<file path="config.mk">
export PLATFORM = sky130hd
export DESIGN_NAME = uwb_frame_trilateration_core
export DESIGN_NICKNAME = d
export VERILOG_FILES = /design/src/hw/rtl/uftri_pkg.sv /design/src/hw/rtl/uftri_window.sv /design/src/hw/rtl/uftri_solver.sv /design/src/hw/rtl/uwb_frame_trilateration_core.sv
export SDC_FILE = /design/constraint.sdc
export NUM_CORES = 1
export LEC_CHECK = 0
export BUFFER_PORTS_ARGS = -buffer_cell sky130_fd_sc_hd__buf_2
export CAP_MARGIN = 20
export CORE_MARGIN = 2
export CORE_UTILIZATION = 25
export DETAILED_ROUTE_END_ITERATION = 12
export HOLD_SLACK_MARGIN = 0.15
export SYNTH_ARGS = -nofsm -noshare
export SYNTH_HDL_FRONTEND = slang
export SYNTH_HIERARCHICAL = 1
export SYNTH_SLANG_ARGS = --single-unit
</file>
<file path="constraint.sdc">
create_clock -name clk_i -period 9 [get_ports clk_i]
set_input_delay 0 -clock clk_i [delete_from_list [all_inputs] [get_ports clk_i]]
set_output_delay 0 -clock clk_i [all_outputs]
set_load 0.05 [all_outputs]
</file>
<file path="src/hw/rtl/uftri_pkg.sv">
// Shared constants and types of the two-anchor trilateration core.
// No dependencies.
`default_nettype none

package uftri_pkg;

  localparam int unsigned WinDepth  = 9;
  localparam int unsigned DivSteps  = 33;
  localparam int unsigned RootSteps = 16;
  localparam int unsigned CntW      = $clog2(DivSteps);

  localparam logic [7:0] Hdr0 = 8'hAC;
  localparam logic [7:0] Hdr1 = 8'hDA;
  localparam logic [7:0] Hdr2 = 8'h00;
  localparam logic [7:0] Hdr5 = 8'h03;

  localparam logic [15:0] BaselineReset = 16'd1000;

  // Header match and the two ranges seen in the current window.
  typedef struct packed {
    logic        match;
    logic [15:0] range_a;
    logic [15:0] range_b;
  } uftri_win_t;

endpackage

`default_nettype wire

</file>
<file path="src/hw/rtl/uftri_window.sv">
// Sliding byte window with frame header detection.
// Depends on uftri_pkg.
`default_nettype none

module uftri_window import uftri_pkg::*; (
  input  wire logic       clk_i,
  input  wire logic       rst_ni,
  input  wire logic       shift_i,
  input  wire logic [7:0] byte_i,
  output uftri_win_t      win_o
);

  logic [7:0] byte_q [WinDepth];

  always_ff @(posedge clk_i or negedge rst_ni) begin
    if (!rst_ni) begin
      for (int i = 0; i < WinDepth; i++) byte_q[i] <= 8'h00;
    end else if (shift_i) begin
      for (int i = 0; i < WinDepth - 1; i++) byte_q[i] <= byte_q[i+1];
      byte_q[WinDepth-1] <= byte_i;
    end
  end

  // Held bytes 0..8 plus the incoming byte form the ten-byte window.
  always_comb begin
    win_o.match   = (byte_q[0] == Hdr0) && (byte_q[1] == Hdr1) &&
                    (byte_q[2] == Hdr2) && (byte_q[5] == Hdr5);
    win_o.range_a = {byte_q[6], byte_q[7]};
    win_o.range_b = {byte_q[8], byte_i};
  end

endmodule

`default_nettype wire

</file>
<file path="src/hw/rtl/uftri_solver.sv">
// Sequenced solver: one 16x16 squarer, a bit-serial divider and a
// digit-serial square root share a small state machine; holds the output register.
// Depends on uftri_pkg.
`default_nettype none

module uftri_solver import uftri_pkg::*; (
  input  wire logic        clk_i,
  input  wire logic        rst_ni,
  input  wire logic        start_i,
  input  wire uftri_win_t  win_i,
  input  wire logic [15:0] baseline_i,
  output logic             busy_o,
  output logic             out_valid_o,
  input  wire logic        out_ready_i,
  output logic [16:0]      pos_x_o,
  output logic [15:0]      pos_y_o
);

  typedef enum logic [3:0] {
    StIdle, StSqA, StSqB, StSqL, StNum, StDiv, StChk, StSqQ, StRInit, StRoot, StDone
  } state_e;

  state_e      state_q;
  logic [CntW-1:0] cnt_q;
  logic [15:0] a_q, b_q, l_q;
  logic [31:0] mul_q, asq_q, bsq_q;
  logic        neg_q;
  logic [32:0] dvd_q;
  logic [16:0] drem_q;
  logic [31:0] v_q;
  logic [17:0] srem_q;
  logic [15:0] root_q;
  logic        ovalid_q;
  logic [16:0] pos_x_q;
  logic [15:0] pos_y_q;

  logic [15:0] mul_op;
  logic [31:0] mul_d;
  logic [33:0] num;
  logic [33:0] num_mag;
  logic [16:0] den;
  logic [17:0] div_rs;
  logic        div_ge;
  logic [17:0] div_diff;
  logic [19:0] rt_rs, rt_trial, rt_diff;
  logic        rt_ge;
  logic [16:0] q17;

  always_comb begin
    case (state_q)
      StSqA:   mul_op = a_q;
      StSqB:   mul_op = b_q;
      StSqL:   mul_op = l_q;
      StSqQ:   mul_op = dvd_q[15:0];
      default: mul_op = a_q;
    endcase
    mul_d = mul_op * mul_op;

    // A^2 - B^2 + L^2, signed 34 bits
    num     = {2'b00, asq_q} - {2'b00, bsq_q} + {2'b00, mul_q};
    num_mag = num[33] ? (34'd0 - num) : num;

    den      = {l_q, 1'b0};
    div_rs   = {drem_q, dvd_q[32]};
    div_ge   = div_rs >= {1'b0, den};
    div_diff = div_rs - {1'b0, den};

    rt_rs    = {srem_q, v_q[31:30]};
    rt_trial = {2'b00, root_q, 2'b01};
    rt_ge    = rt_rs >= rt_trial;
    rt_diff  = rt_rs - rt_trial;

    q17 = {1'b0, dvd_q[15:0]};
  end

  always_ff @(posedge clk_i or negedge rst_ni) begin
    if (!rst_ni) begin
      state_q  <= StIdle;
      cnt_q    <= '0;
      ovalid_q <= 1'b0;
    end else begin
      // in the final state the result register is reloaded below
      if (ovalid_q && out_ready_i && (state_q != StDone)) ovalid_q <= 1'b0;
      case (state_q)
        StIdle: begin
          if (start_i) begin
            a_q     <= win_i.range_a;
            b_q     <= win_i.range_b;
            l_q     <= baseline_i;
            state_q <= StSqA;
          end
        end
        StSqA: begin
          mul_q   <= mul_d;
          state_q <= StSqB;
        end
        StSqB: begin
          asq_q   <= mul_q;
          mul_q   <= mul_d;
          state_q <= StSqL;
        end
        StSqL: begin
          bsq_q   <= mul_q;
          mul_q   <= mul_d;
          state_q <= StNum;
        end
        StNum: begin
          neg_q   <= num[33];
          dvd_q   <= num_mag[32:0];
          drem_q  <= '0;
          cnt_q   <= '0;
          state_q <= StDiv;
        end
        StDiv: begin
          drem_q <= div_ge ? div_diff[16:0] : div_rs[16:0];
          dvd_q  <= {dvd_q[31:0], div_ge};
          if (cnt_q == CntW'(DivSteps - 1)) begin
            state_q <= StChk;
          end else begin
            cnt_q <= cnt_q + 1'b1;
          end
        end
        StChk: begin
          // |X| >= A leaves no positive discriminant
          if (dvd_q >= {17'd0, a_q}) state_q <= StIdle;
          else                       state_q <= StSqQ;
        end
        StSqQ: begin
          mul_q   <= mul_d;
          state_q <= StRInit;
        end
        StRInit: begin
          v_q     <= asq_q - mul_q;
          srem_q  <= '0;
          root_q  <= '0;
          cnt_q   <= '0;
          state_q <= StRoot;
        end
        StRoot: begin
          srem_q <= rt_ge ? rt_diff[17:0] : rt_rs[17:0];
          root_q <= {root_q[14:0], rt_ge};
          v_q    <= {v_q[29:0], 2'b00};
          if (cnt_q == CntW'(RootSteps - 1)) begin
            state_q <= StDone;
          end else begin
            cnt_q <= cnt_q + 1'b1;
          end
        end
        StDone: begin
          if (!ovalid_q || out_ready_i) begin
            ovalid_q <= 1'b1;
            pos_x_q  <= neg_q ? (17'd0 - q17) : q17;
            pos_y_q  <= root_q;
            state_q  <= StIdle;
          end
        end
        default: state_q <= StIdle;
      endcase
    end
  end

  assign busy_o      = (state_q != StIdle);
  assign out_valid_o = ovalid_q;
  assign pos_x_o     = pos_x_q;
  assign pos_y_o     = pos_y_q;

endmodule

`default_nettype wire

</file>
<file path="src/hw/rtl/uwb_frame_trilateration_core.sv">
// Channel   Dir  Transaction          Payload
// s_axis    in   one stream byte      tdata[7:0] = in_byte
// m_axis    out  one position result  tdata[16:0] = pos_x, [32:17] = pos_y, [39:33] zero
// cfg       in   baseline write       cfg_wdata_i[15:0] = anchor_baseline
//
// A byte that completes no frame header leaves the solver idle; s_axis_tready stays high.
// A byte that completes a frame starts the solver unless the baseline is zero: tready is
// low while it runs the 33-step restoring divider and the 16-step root on one shared
// datapath; the pass ends after the divider when |X| >= A and no result follows.
// The output register lets a result wait while new bytes are taken; a stalled
// result holds the solver in its final state until the register frees.
// Reset clears the window to zeros and loads a baseline of 1000.
`default_nettype none

module uwb_frame_trilateration_core import uftri_pkg::*; (
  input  wire logic        clk_i,
  input  wire logic        rst_ni,
  input  wire logic        s_axis_tvalid,
  output logic             s_axis_tready,
  input  wire logic [7:0]  s_axis_tdata,   // [7:0] in_byte
  output logic             m_axis_tvalid,
  input  wire logic        m_axis_tready,
  output logic [39:0]      m_axis_tdata,   // [16:0] pos_x, [32:17] pos_y, [39:33] zero
  input  wire logic        cfg_we_i,
  input  wire logic [15:0] cfg_wdata_i
);

  logic [15:0] baseline_q;
  logic        busy;
  logic        in_accept;
  logic        start;
  uftri_win_t  win;
  logic [16:0] pos_x;
  logic [15:0] pos_y;

  always_ff @(posedge clk_i or negedge rst_ni) begin
    if (!rst_ni) begin
      baseline_q <= BaselineReset;
    end else if (cfg_we_i) begin
      baseline_q <= cfg_wdata_i;
    end
  end

  assign s_axis_tready = !busy;
  assign in_accept     = s_axis_tvalid && s_axis_tready;
  // zero baseline yields no result
  assign start         = in_accept && win.match && (baseline_q != 16'd0);

  uftri_window u_window (
    .clk_i   (clk_i),
    .rst_ni  (rst_ni),
    .shift_i (in_accept),
    .byte_i  (s_axis_tdata),
    .win_o   (win)
  );

  uftri_solver u_solver (
    .clk_i       (clk_i),
    .rst_ni      (rst_ni),
    .start_i     (start),
    .win_i       (win),
    .baseline_i  (baseline_q),
    .busy_o      (busy),
    .out_valid_o (m_axis_tvalid),
    .out_ready_i (m_axis_tready),
    .pos_x_o     (pos_x),
    .pos_y_o     (pos_y)
  );

  assign m_axis_tdata = {7'd0, pos_y, pos_x};

endmodule

`default_nettype wire

</file>
==> results of run 1 <==
## cells by family (layout without fill, tap and decap cells)
group | Yosys count | after routing
adders and majority gates | 413 | 413
DFF | 390 | 390
buffers and inverters | 506 | 633
and+or+nand+nor | 713 | 713
other | 1 | 7
AOI/OAI and AO/OA | 557 | 557
muxes | 135 | 135
xor gates and xnor gates | 175 | 175
## report_power, final
group          total [mW]  internal [mW]  switching (mW)  leakage, nW
logic               0.316          0.236          0.0805         10.2
registers            2.21           2.08           0.130         3.81
clock network        1.90           1.10           0.802        0.738
## cell usage after synthesis, types with 39 or more instances
cell type and number:
nand2_1 210, buf_4 39, o21ai_0 111, edfxtp_1 291, xnor2_1 97, a21o_1 74
clkbuf_1 57, mux2i_1 47, nor2_1 247, inv_1 389, a21oi_1 143, fa_1 168
mux2_4 80, dfrtp_1 93, ha_1 245, xor2_1 78
## through the flow
stage	power, mW	worst slack [ps]	hold WS (ps)	cell area (um^2)	instances
after CTS	4.48	769	153	34200	4634
after global placement	2.53	910	206	32100	4497
after global routing	4.60	129	187	34200	4635
final	4.43	728	196	34200	4635
after detailed placement	2.54	805	210	32100	4497
after floorplan	2.51	786	-296	30100	2896
## worst min path at each step
stage / from / to / slack (ps) / depth (start not counted)
after floorplan: rst_ni / baseline_q[0] / -300 / 0
after global placement: s_axis_tdata[0] / u_solver/b_q[0] / 210 / 1
after detailed placement: s_axis_tdata[0] / u_solver/b_q[0] / 210 / 1
after CTS: s_axis_tdata[3] / u_solver/b_q[3] / 150 / 2
after global routing: s_axis_tdata[3] / u_solver/b_q[3] / 190 / 2
final: s_axis_tdata[3] / u_solver/b_q[3] / 200 / 2
## cell type report
cell class	count	share of cell area [%]
Clock buffer	50	3.44
Clock inverter	30	1.04
Inverter	395	4.34
Multi-Input combinational cell	2000	49.0
Sequential cell	390	32.8
Tap cell	1612	5.90
Timing Repair Buffer	158	3.47
## registers in the layout, indices dropped and copies added, names as in the netlist, 4 cells and up
name	count
u_solver/a_q	16
u_solver/mul_q	31
u_solver/cnt_q	6
u_solver/pos_y_o	16
u_solver/l_q	16
u_solver/pos_x_o	17
u_solver/b_q	16
u_window/byte_q	48
u_solver/srem_q	18
u_solver/state_q	4
u_solver/bsq_q	31
baseline_q	16
u_solver/drem_q	17
u_solver/asq_q	31
u_window/win_o	24
u_solver/root_q	16
u_solver/v_q	32
u_solver/dvd_q	33
## critical path, delay by kind of cell, from the launching register on
kind            cells  cell delay [ps]
simple gates        4              790
flops               1              520
xor+xnor            1               90
compound gates     10             2170
fa+ha+maj           7             3420
buf+inv             8             1020
## placed cells by master (no fill, tap or decap), drive strengths merged, types with 9 or more instances in the layout
cell type / count
a211o: 10
a211oi: 20
a21o: 74
a21oi: 143
a221o: 10
a221oi: 17
a31oi: 23
and2: 12
and3: 18
buf: 101
clkbuf: 50
clkinv: 22
dfrtp: 93
dlygate4sd3: 57
edfxtp: 291
fa: 168
ha: 245
inv: 394
mux2: 88
mux2i: 47
nand2: 210
nand2b: 29
nand3: 32
nand4: 24
nor2: 247
nor2b: 25
nor3: 35
nor4: 22
o211ai: 9
o21a: 18
o21ai: 131
o21bai: 21
o31ai: 18
o41ai: 10
or3: 20
xnor2: 97
xor2: 78
## metal layers
metal	share of wire, %	up-vias
li1	-	10200
met1	47	10500
met2	45	534
met3	6.0	94
met4	1.7	2
met5	0.017	-
==> impl_metrics.py, run 1 <==
metrics = {
    "sta": {
        "period_share_pct": 91.9,
        "number_of_hold_violations_in_the_final_report": 0,
        "tightestPinTransition_ps": 1110,
        "min_period_ps": 8270,
        "setup_skew_after_layout_ps": 27.0,
        "slew_violations": 0,
        "timing.setup.tns_ps": 0,
        "timing.max_slew.rel_slack_pct": 25.7,
        "timing.fmax_ghz": 0.121,
        "setup_repair_after_global_routing_missed_its_margin": "no",
        "setup_viol_count_final": 0,
    },
    "cts": {
        "path_clk_slew_ps": 60,
        "cts_buffers": 43,
        "post_cts.resized_instances": 0,
        "cts-htree-levels": 2,
        "tritoncts": "done",
        "post-cts-setup-buffers": 0,
        "cts.sinks": 390,
        "clock_latency_of_the_later_clocked_register_in_the_worst_skew_pair_ps": 610,
        "cts-root-to-sink-buffers": 3,
        "cts-root-buf": "clkbuf_16",
        "cts-hold-fix-buffers": 57,
    },
    "synthesis": {
        "synth_async_sr_flop_share_pct": 25.4,
        "synth.area.mux_share_pct": 5.86,
        "synth_sequential_area_ratio_pct": 37.3,
        "synth-edff-count": 291,
        "synth_top_family_by_area": "adder cells",
        "synthXorXnorAreaFrac_pct": 5.10,
        "synthSimpleGateAreaFrac_pct": 11.0,
        "post_synth.cell_area_avg_um2": 10.4,
        "synth_flop_cell": "edfxtp_1",
        "synth_top_area_cell": "edfxtp_1",
        "synth_cells": 2890,
        "synth_compound_area_share_pct": 12.1,
        "yosys_register_bits": 390,
        "netlist_area_um2": 30100,
        "yosys.cell_types.count": 79,
        "ys_top_cells_by_area": "edfxtp_1 (29%), fa_1 (11%), ha_1 (10%)",
        "synth_area_in_adders_pct": 21.4,
        "yosysTopAreaCellShare_pct": 29.0,
        "yosysWarnings": 6,
    },
    "grt": {
        "gr-usage-met2_pct": 19.8,
        "globalRouteOverflowTotal": 0,
        "gr-usage-met3_pct": 1.93,
        "largest_net_degree_at_the_start_of_global_routing": 69,
        "grt_first_pass_wirelength_um": 121000,
        "m1_gr_usage_pct": 17.5,
        "grt_max_usage_layer": "met2",
        "track_usage_pct": 12.4,
        "first_global_vias": 21700,
        "antenna_found_initial": 2,
    },
    "cells_and_area": {
        "multi_input_comb_area_um2": 16800,
        "fill_cell_count": 12400,
        "final_util_pct": 28.6,
        "sequential_cell_area_um2": 11200,
        "antenna-diode-count": 0,
        "layout_cell_share_with_drive_strength_beyond_1_pct": 9.82,
        "layout_overhead_on_the_synthesized_area_pct": 13.7,
        "final_nets": 3430,
    },
    "worst_setup_path": {
        "highest_fanout_seen_on_the_critical_path": 20,
        "timing.critical_path.mode_cell": "fa_1",
        "reg2reg_depth": 30,
        "setup.reg_to_reg.worst_slack_ps": 730,
        "rr_startpoint": "u_solver/state_q[0]",
        "cp_data_required_time_ps": 9340,
        "critical_path.reg2reg.endpoint": "u_solver/mul_q[31]",
        "setup.worst_path.end_class": "flip-flop",
        "setup.worst_path.start": "u_solver/state_q[0]",
        "worst_path_max_delay_cell": "fa_1",
        "timing.setup.critical_path_class": "flip-flop to flip-flop",
        "critical-path-max-stage-delay_ps": 540,
        "crit_path_start_kind": "flip-flop",
        "worst_setup_path_end": "u_solver/mul_q[31]",
        "cp.arrival_ps": 8610,
    },
    "drt": {
        "detail_route.wl_per_cell_um": 16.2,
        "vias_per_cell": 4.61,
        "drt_pre_antenna_iters": 5,
        "ant_nets": 0,
        "drt_drc_violations_left": 0,
        "routed_wl_um": 75300,
        "detailedRoute.firstIterationViolations": 1721,
        "number_of_vias_in_the_routed_layout": 21400,
    },
    "floorplan": {
        "die_w_um": 351,
        "dieArea_um2": 123000,
        "core_region_area_um2": 120000,
        "chipHeight_um": 351,
        "pin_count": 71,
        "core.rowCount": 127,
        "initial_core_util_pct": 25.1,
    },
    "power_and_ir_drop": {
        "p_leak_nw": 14.7,
        "power-per-cell-area_nw_per_um2": 130,
        "vdd_drop_max_uv": 123,
    },
    "placement": {
        "port-buffer-count": 63,
        "gpl.final_weighted_congestion": 0.899,
        "dp_hpwl_um": 57700,
    },
    "flow_run": {
        "drv_cap": 0,
    },
    "min_path": {
        "worstHoldPathType": "primary input to flip-flop",
    },
    "status": {
        "status": "finished, final reports clean",
    },
}
(Power assumes the default switching activity.)
==> inputs of run 2 (changes only) <==
Settings changed: CELL_PAD_IN_SITES_DETAIL_PLACEMENT from default to 1, CELL_PAD_IN_SITES_GLOBAL_PLACEMENT from default to 1, CORE_UTILIZATION 25 to 52, PLACE_DENSITY_LB_ADDON from default to 0.1.
==> run 2 against run 1 <==
Net effect: worst setup slack lost 320 ps; critical endpoint is now u_solver/mul_q[27]; routed wire length is 14% higher; critical path type unchanged; total power rose by 0.17%; global-route usage up 17 points.
==> impl_metrics.py, run 2 (same netlist as run 1, synthesis figures left out) <==
metrics = {
    "grt": {
        "globalRouteOverflowTotal": 0,
        "largest_net_degree_at_the_start_of_global_routing": 62,
        "grt_first_pass_wirelength_um": 136000,
        "antenna_found_initial": 0,
        "track_usage_pct": 29.3,
        "first_global_vias": 24000,
    },
    "cells_and_area": {
        "layout.cells.most_common_list": "inv_1 (388), edfxtp_1 (291), ha_1 (245), nor2_1 (242), nand2_1 (210)",
        "layout_cell_share_with_drive_strength_beyond_1_pct": 9.84,
        "antenna-diode-count": 0,
        "layout_commonest_cell": "inv_1",
        "final_nets": 3432,
        "layout_overhead_on_the_synthesized_area_pct": 10.1,
        "largest-register": "u_window/byte_q",
        "largestRegisters": "u_window/byte_q: 48 flops, u_solver/dvd_q: 33 flops, u_solver/v_q: 32 flops",
        "flip_flop_count_of_the_largest_register_all_copies_and_words_added": 48,
    },
    "power_and_ir_drop": {
        "p_sw_mw": 1.08,
        "p_leak_nw": 14.7,
        "vdd_drop_max_uv": 228,
        "power-per-cell-area_nw_per_um2": 134,
        "clock_power_share_pct": 41.4,
        "share_seq_of_total_power_pct": 50.9,
        "switching_share_pct": 24.3,
        "comb_power_share_pct": 7.8,
        "p_int_mw": 3.36,
    },
    "sta": {
        "period_share_pct": 95.5,
        "setup_skew_after_layout_ps": 65.0,
        "final_critical_path_setup_slack_ps": 406,
        "timing.setup.tns_ps": 0,
        "slew_violations": 0,
        "number_of_hold_violations_in_the_final_report": 0,
        "tightestPinTransition_ps": 1030,
        "min_period_ps": 8590,
        "setup_repair_after_global_routing_missed_its_margin": "no",
        "timing.max_slew.rel_slack_pct": 31.1,
        "timing.fmax_ghz": 0.116,
        "setup_viol_count_final": 0,
    },
    "cts": {
        "tritoncts": "done",
        "path_clk_slew_ps": 70,
        "cts-htree-levels": 2,
        "clock_latency_of_the_later_clocked_register_in_the_worst_skew_pair_ps": 620,
        "cts_buffers": 45,
        "cts-root-buf": "clkbuf_16",
        "cts-root-to-sink-buffers": 3,
        "cts.sinks": 390,
    },
    "worst_setup_path": {
        "crit_path_start_kind": "flip-flop",
        "highest_fanout_seen_on_the_critical_path": 18,
        "timing.critical_path.mode_cell": "fa_1",
        "cp.arrival_ps": 8910,
        "rr_startpoint": "u_solver/state_q[2]",
        "worst_path_max_delay_cell": "dfrtp_1",
        "critical-path-max-stage-delay_ps": 800,
        "setup.worst_path.end_class": "flip-flop",
        "critical_path.reg2reg.endpoint": "u_solver/mul_q[27]",
        "cp_data_required_time_ps": 9310,
        "timing.setup.critical_path_class": "flip-flop to flip-flop",
        "setup.reg_to_reg.worst_slack_ps": 410,
        "reg2reg_depth": 28,
    },
    "floorplan": {
        "chipHeight_um": 245,
        "die_w_um": 245,
        "pin_count": 71,
        "dieArea_um2": 59800,
        "core_region_area_um2": 57500,
        "core.rowCount": 88,
        "initial_core_util_pct": 52.3,
    },
    "min_path": {
        "hold_ep": "u_solver/b_q[7]",
        "worstHoldPathType": "primary input to flip-flop",
        "holdPathStages": 2,
        "hold_path_startpoint": "s_axis_tdata[7]",
    },
    "placement": {
        "gpl.final_weighted_congestion": 0.941,
        "dp_hpwl_um": 62500,
        "port-buffer-count": 63,
        "preCtsSetupSlack_ps": 453,
    },
    "drt": {
        "drt_pre_antenna_iters": 5,
        "ant_nets": 0,
        "detailedRoute.firstIterationViolations": 1419,
        "detail_route.wl_per_cell_um": 22.7,
        "routed_wl_um": 86200,
        "number_of_vias_in_the_routed_layout": 22100,
        "vias_per_cell": 5.82,
        "drt_drc_violations_left": 0,
    },
    "status": {
        "status": "finished, final reports clean",
    },
    "flow_run": {
        "drv_cap": 0,
    },
}
==> run 2: worst max path at each step <==
stage / start / endpoint / slack, ps / cells past startpoint
finish: u_solver/state_q[2] / u_solver/mul_q[27] / 410 / 28
global route: u_solver/state_q[0] / u_solver/mul_q[31] / 20 / 29
CTS: u_solver/state_q[0] / u_solver/mul_q[30] / 330 / 29
detailed placement: u_solver/state_q[0] / u_solver/mul_q[30] / 450 / 29
global placement: u_solver/state_q[2] / u_solver/mul_q[31] / 780 / 28
floorplan: u_solver/state_q[2] / u_solver/mul_q[31] / 790 / 28
==> run 2: final cells by class <==
type,count,area [um^2]
clock buffer,56,1190
clock inverter,28,294
fill,6188,24300
inverter,395,1480
multi-input combinational,2000,16800
sequential,390,11200
tap,765,957
timing repair buffer,158,1210
==> run 2: power groups by stage <==
stage / Clock, mW / Sequential [mW] / Combinational, mW
final: 1.84 / 2.26 / 0.346
after global routing: 1.94 / 2.27 / 0.363
after CTS: 1.85 / 2.23 / 0.330
after detailed placement: 0 / 2.26 / 0.294
after global placement: 0 / 2.24 / 0.282
after floorplan: 0 / 2.20 / 0.312
==> run 2: worst max-delay path, delay by kind of cell (launching register included) <==
kind | cells | cell delay, ps
flops | 1 | 800
simple gates | 2 | 270
compound gates | 10 | 2600
buf+inv | 7 | 910
mux | 1 | 200
fa+ha+maj | 7 | 3390
xor+xnor | 1 | 100
==> run 2: what timing repair did <==
action	4_1_cts	5_1_grt
setup endpoints to repair	0	5
hold endpoints to repair	80	0
hold buffers	56	0
buffers inserted	0	0
resized for setup	0	2
==> run 2: layer usage <==
metal | global-route usage [%] | wire [um] | up-vias
met5 | 0 | 0 | -
met4 | 11.2 | 3550 | 0
met3 | 3.01 | 3190 | 185
met2 | 51.4 | 43000 | 534
met1 | 37.3 | 36400 | 11200
li1 | - | - | 10200
==> run 2: stage by stage <==
step           hold slack, ps  power, mW  area (um^2)  std cells  util (%)
3_3_place_gp             76.3       2.52        31000       3649      54.0
4_1_cts                   158       4.41        33100       3789      57.5
5_1_grt                   170       4.57        33100       3792      57.6
3_5_place_dp             86.2       2.55        31000       3649      54.0
2_1_floorplan            -296       2.51        30100       2896         -
6_report                  185       4.44        33100       3792      57.6
==> inputs of run 3 (changes only) <==
Settings changed: CORE_ASPECT_RATIO from default to 1.4.
==> run 3 against run 2 <==
Net effect: worst hold slack gained 7.6 ps; final cell count shrank 0.79%; die area is essentially flat; first-iteration DRC count shrank 22%; combinational power grew 2%; sequential cell count is the same; clock skew shrank 23 ps; global-route usage grew 0.77 points; critical endpoint is now u_solver/mul_q[31]; highest routed layer unchanged.
==> impl_metrics.py, run 3 (same netlist as run 1, synthesis figures left out) <==
metrics = {
    "cells_and_area": {
        "layout_overhead_on_the_synthesized_area_pct": 9.65,
        "final_nets": 3428,
        "largest-register": "u_window/byte_q",
        "flip_flop_count_of_the_largest_register_all_copies_and_words_added": 48,
        "antenna-diode-count": 0,
        "layout_cell_share_with_drive_strength_beyond_1_pct": 9.90,
        "layout_commonest_cell": "inv_1",
        "finalInstanceArea_um2": 33000,
        "largestRegisters": "u_window/byte_q: 48 flops, u_solver/dvd_q: 33 flops, u_solver/v_q: 32 flops",
        "layout.cells.most_common_list": "inv_1 (389), edfxtp_1 (291), ha_1 (245), nor2_1 (242), nand2_1 (210)",
    },
    "worst_setup_path": {
        "crit_path_start_kind": "flip-flop",
        "setup.worst_path.start": "u_solver/state_q[0]",
        "cp.arrival_ps": 8870,
        "rr_startpoint": "u_solver/state_q[0]",
        "reg2reg_depth": 30,
        "timing.setup.critical_path_class": "flip-flop to flip-flop",
        "cp_data_required_time_ps": 9310,
        "worst_path_max_delay_cell": "fa_1",
        "highest_fanout_seen_on_the_critical_path": 20,
        "setup.worst_path.end_class": "flip-flop",
        "critical-path-max-stage-delay_ps": 550,
        "timing.critical_path.mode_cell": "fa_1",
    },
    "drt": {
        "number_of_vias_in_the_routed_layout": 22000,
        "vias_per_cell": 5.85,
        "drt_pre_antenna_iters": 5,
        "drt_drc_violations_left": 0,
        "routed_wl_um": 89200,
        "ant_nets": 0,
        "detailedRoute.firstIterationViolations": 1105,
        "detail_route.wl_per_cell_um": 23.7,
    },
    "status": {
        "status": "finished, final reports clean",
    },
    "min_path": {
        "hold_path_startpoint": "s_axis_tdata[0]",
        "holdPathStages": 2,
        "worstHoldPathType": "primary input to flip-flop",
    },
    "sta": {
        "min_period_ps": 8560,
        "slew_violations": 0,
        "period_share_pct": 95.1,
        "timing.setup.tns_ps": 0,
        "tightestPinTransition_ps": 1160,
        "setup_repair_after_global_routing_missed_its_margin": "no",
        "setup_skew_after_layout_ps": 42.0,
        "number_of_hold_violations_in_the_final_report": 0,
        "timing.fmax_ghz": 0.117,
        "setup_viol_count_final": 0,
        "timing.max_slew.rel_slack_pct": 22.1,
    },
    "grt": {
        "largest_net_degree_at_the_start_of_global_routing": 69,
        "grt_first_pass_wirelength_um": 141000,
        "first_global_vias": 24700,
        "globalRouteOverflowTotal": 0,
        "antenna_found_initial": 0,
        "track_usage_pct": 30.0,
    },
    "cts": {
        "cts-htree-levels": 2,
        "path_clk_slew_ps": 70,
        "cts-root-buf": "clkbuf_16",
        "post-cts-setup-buffers": 0,
        "clock_latency_of_the_later_clocked_register_in_the_worst_skew_pair_ps": 610,
        "cts_buffers": 42,
        "cts-root-to-sink-buffers": 3,
        "cts.sinks": 390,
        "tritoncts": "done",
    },
    "flow_run": {
        "drv_cap": 0,
    },
    "power_and_ir_drop": {
        "power-per-cell-area_nw_per_um2": 134,
        "p_leak_nw": 14.7,
        "vdd_drop_max_uv": 233,
    },
    "floorplan": {
        "pin_count": 71,
        "initial_core_util_pct": 52.4,
        "core_region_area_um2": 57400,
        "core.rowCount": 104,
        "chipHeight_um": 289,
        "dieArea_um2": 59800,
        "die_w_um": 207,
    },
    "placement": {
        "gpl.final_weighted_congestion": 0.957,
        "port-buffer-count": 63,
        "placedInstanceArea_um2": 31000,
        "dp_hpwl_um": 66100,
    },
}
[run 3: cell count changes in the layout (fill, tap and decap cells not counted), sizes merged]
cell / previous run / this run
buf: 103 / 105
dlygate4sd3: 55 / 52
clkinvlp: 4 / 3
inv: 392 / 395
clkinv: 24 / 18
clkbuf: 56 / 54
[run 3: path summary, 6_finish.rpt]
kind	endpoint	slack, ps
hold / removal	u_solver/b_q[0]	190
setup / recovery	u_solver/mul_q[31]	440
min in group asynchronous	u_window/win_o[27]	650
hold reg to reg	u_solver/pos_y_o[6]	450
setup reg to reg	u_solver/mul_q[31]	440
max in group asynchronous	u_solver/out_valid_o	6990
[run 3: layout make-up]
| cell class | instances | area (um^2) |
|---|---|---|
| Fill cell | 6181 | 24400 |
| Multi-Input combinational cell | 2000 | 16800 |
| Sequential cell | 390 | 11200 |
| Inverter | 395 | 1490 |
| Timing Repair Buffer | 157 | 1170 |
| Clock buffer | 54 | 1130 |
| Tap cell | 742 | 928 |
| Clock inverter | 24 | 278 |
[run 3: critical path: cells and delay by family (launching register included)]
| kind | cells | cell delay [ps] |
|---|---|---|
| buffers and inverters | 8 | 990 |
| AND/OR/NAND/NOR | 4 | 760 |
| adder cells (fa/ha/maj) | 7 | 3450 |
| flip-flops | 1 | 530 |
| AO/OA/AOI/OAI | 10 | 2410 |
| XOR/XNOR | 1 | 90 |
[run 3: report_power, final]
group / total [mW] / switching [mW] / internal (mW)
clock network: 1.80 / 0.804 / 0.992
registers: 2.26 / 0.175 / 2.08
logic: 0.353 / 0.117 / 0.236
[run 3: per-stage QoR]
stage	std cells	worst slack, ps	total power [mW]	hold WS, ps	util, %
detailed placement	3631	358	2.56	-80.1	54.1
floorplan	2896	786	2.51	-296	-
global route	3762	13.2	4.53	200	57.5
CTS	3761	332	4.37	156	57.4
global placement	3631	667	2.53	-89.5	54.1
finish	3762	440	4.41	193	57.5
[run 3: timing repair]
| item | CTS | global route |
|---|---|---|
| gates resized for setup | 0 | 5 |
| hold buffers | 52 | 0 |
| setup endpoints to repair | 0 | 4 |
| hold endpoints to repair | 82 | 0 |
[run 3: layer usage]
metal	vias to the layer above	GRT usage [%]	wire [um]
li1	10200	-	-
met1	11200	33.9	34400
met2	445	58.0	48700
met3	193	3.07	2420
met4	0	11.8	3630
met5	-	0	0
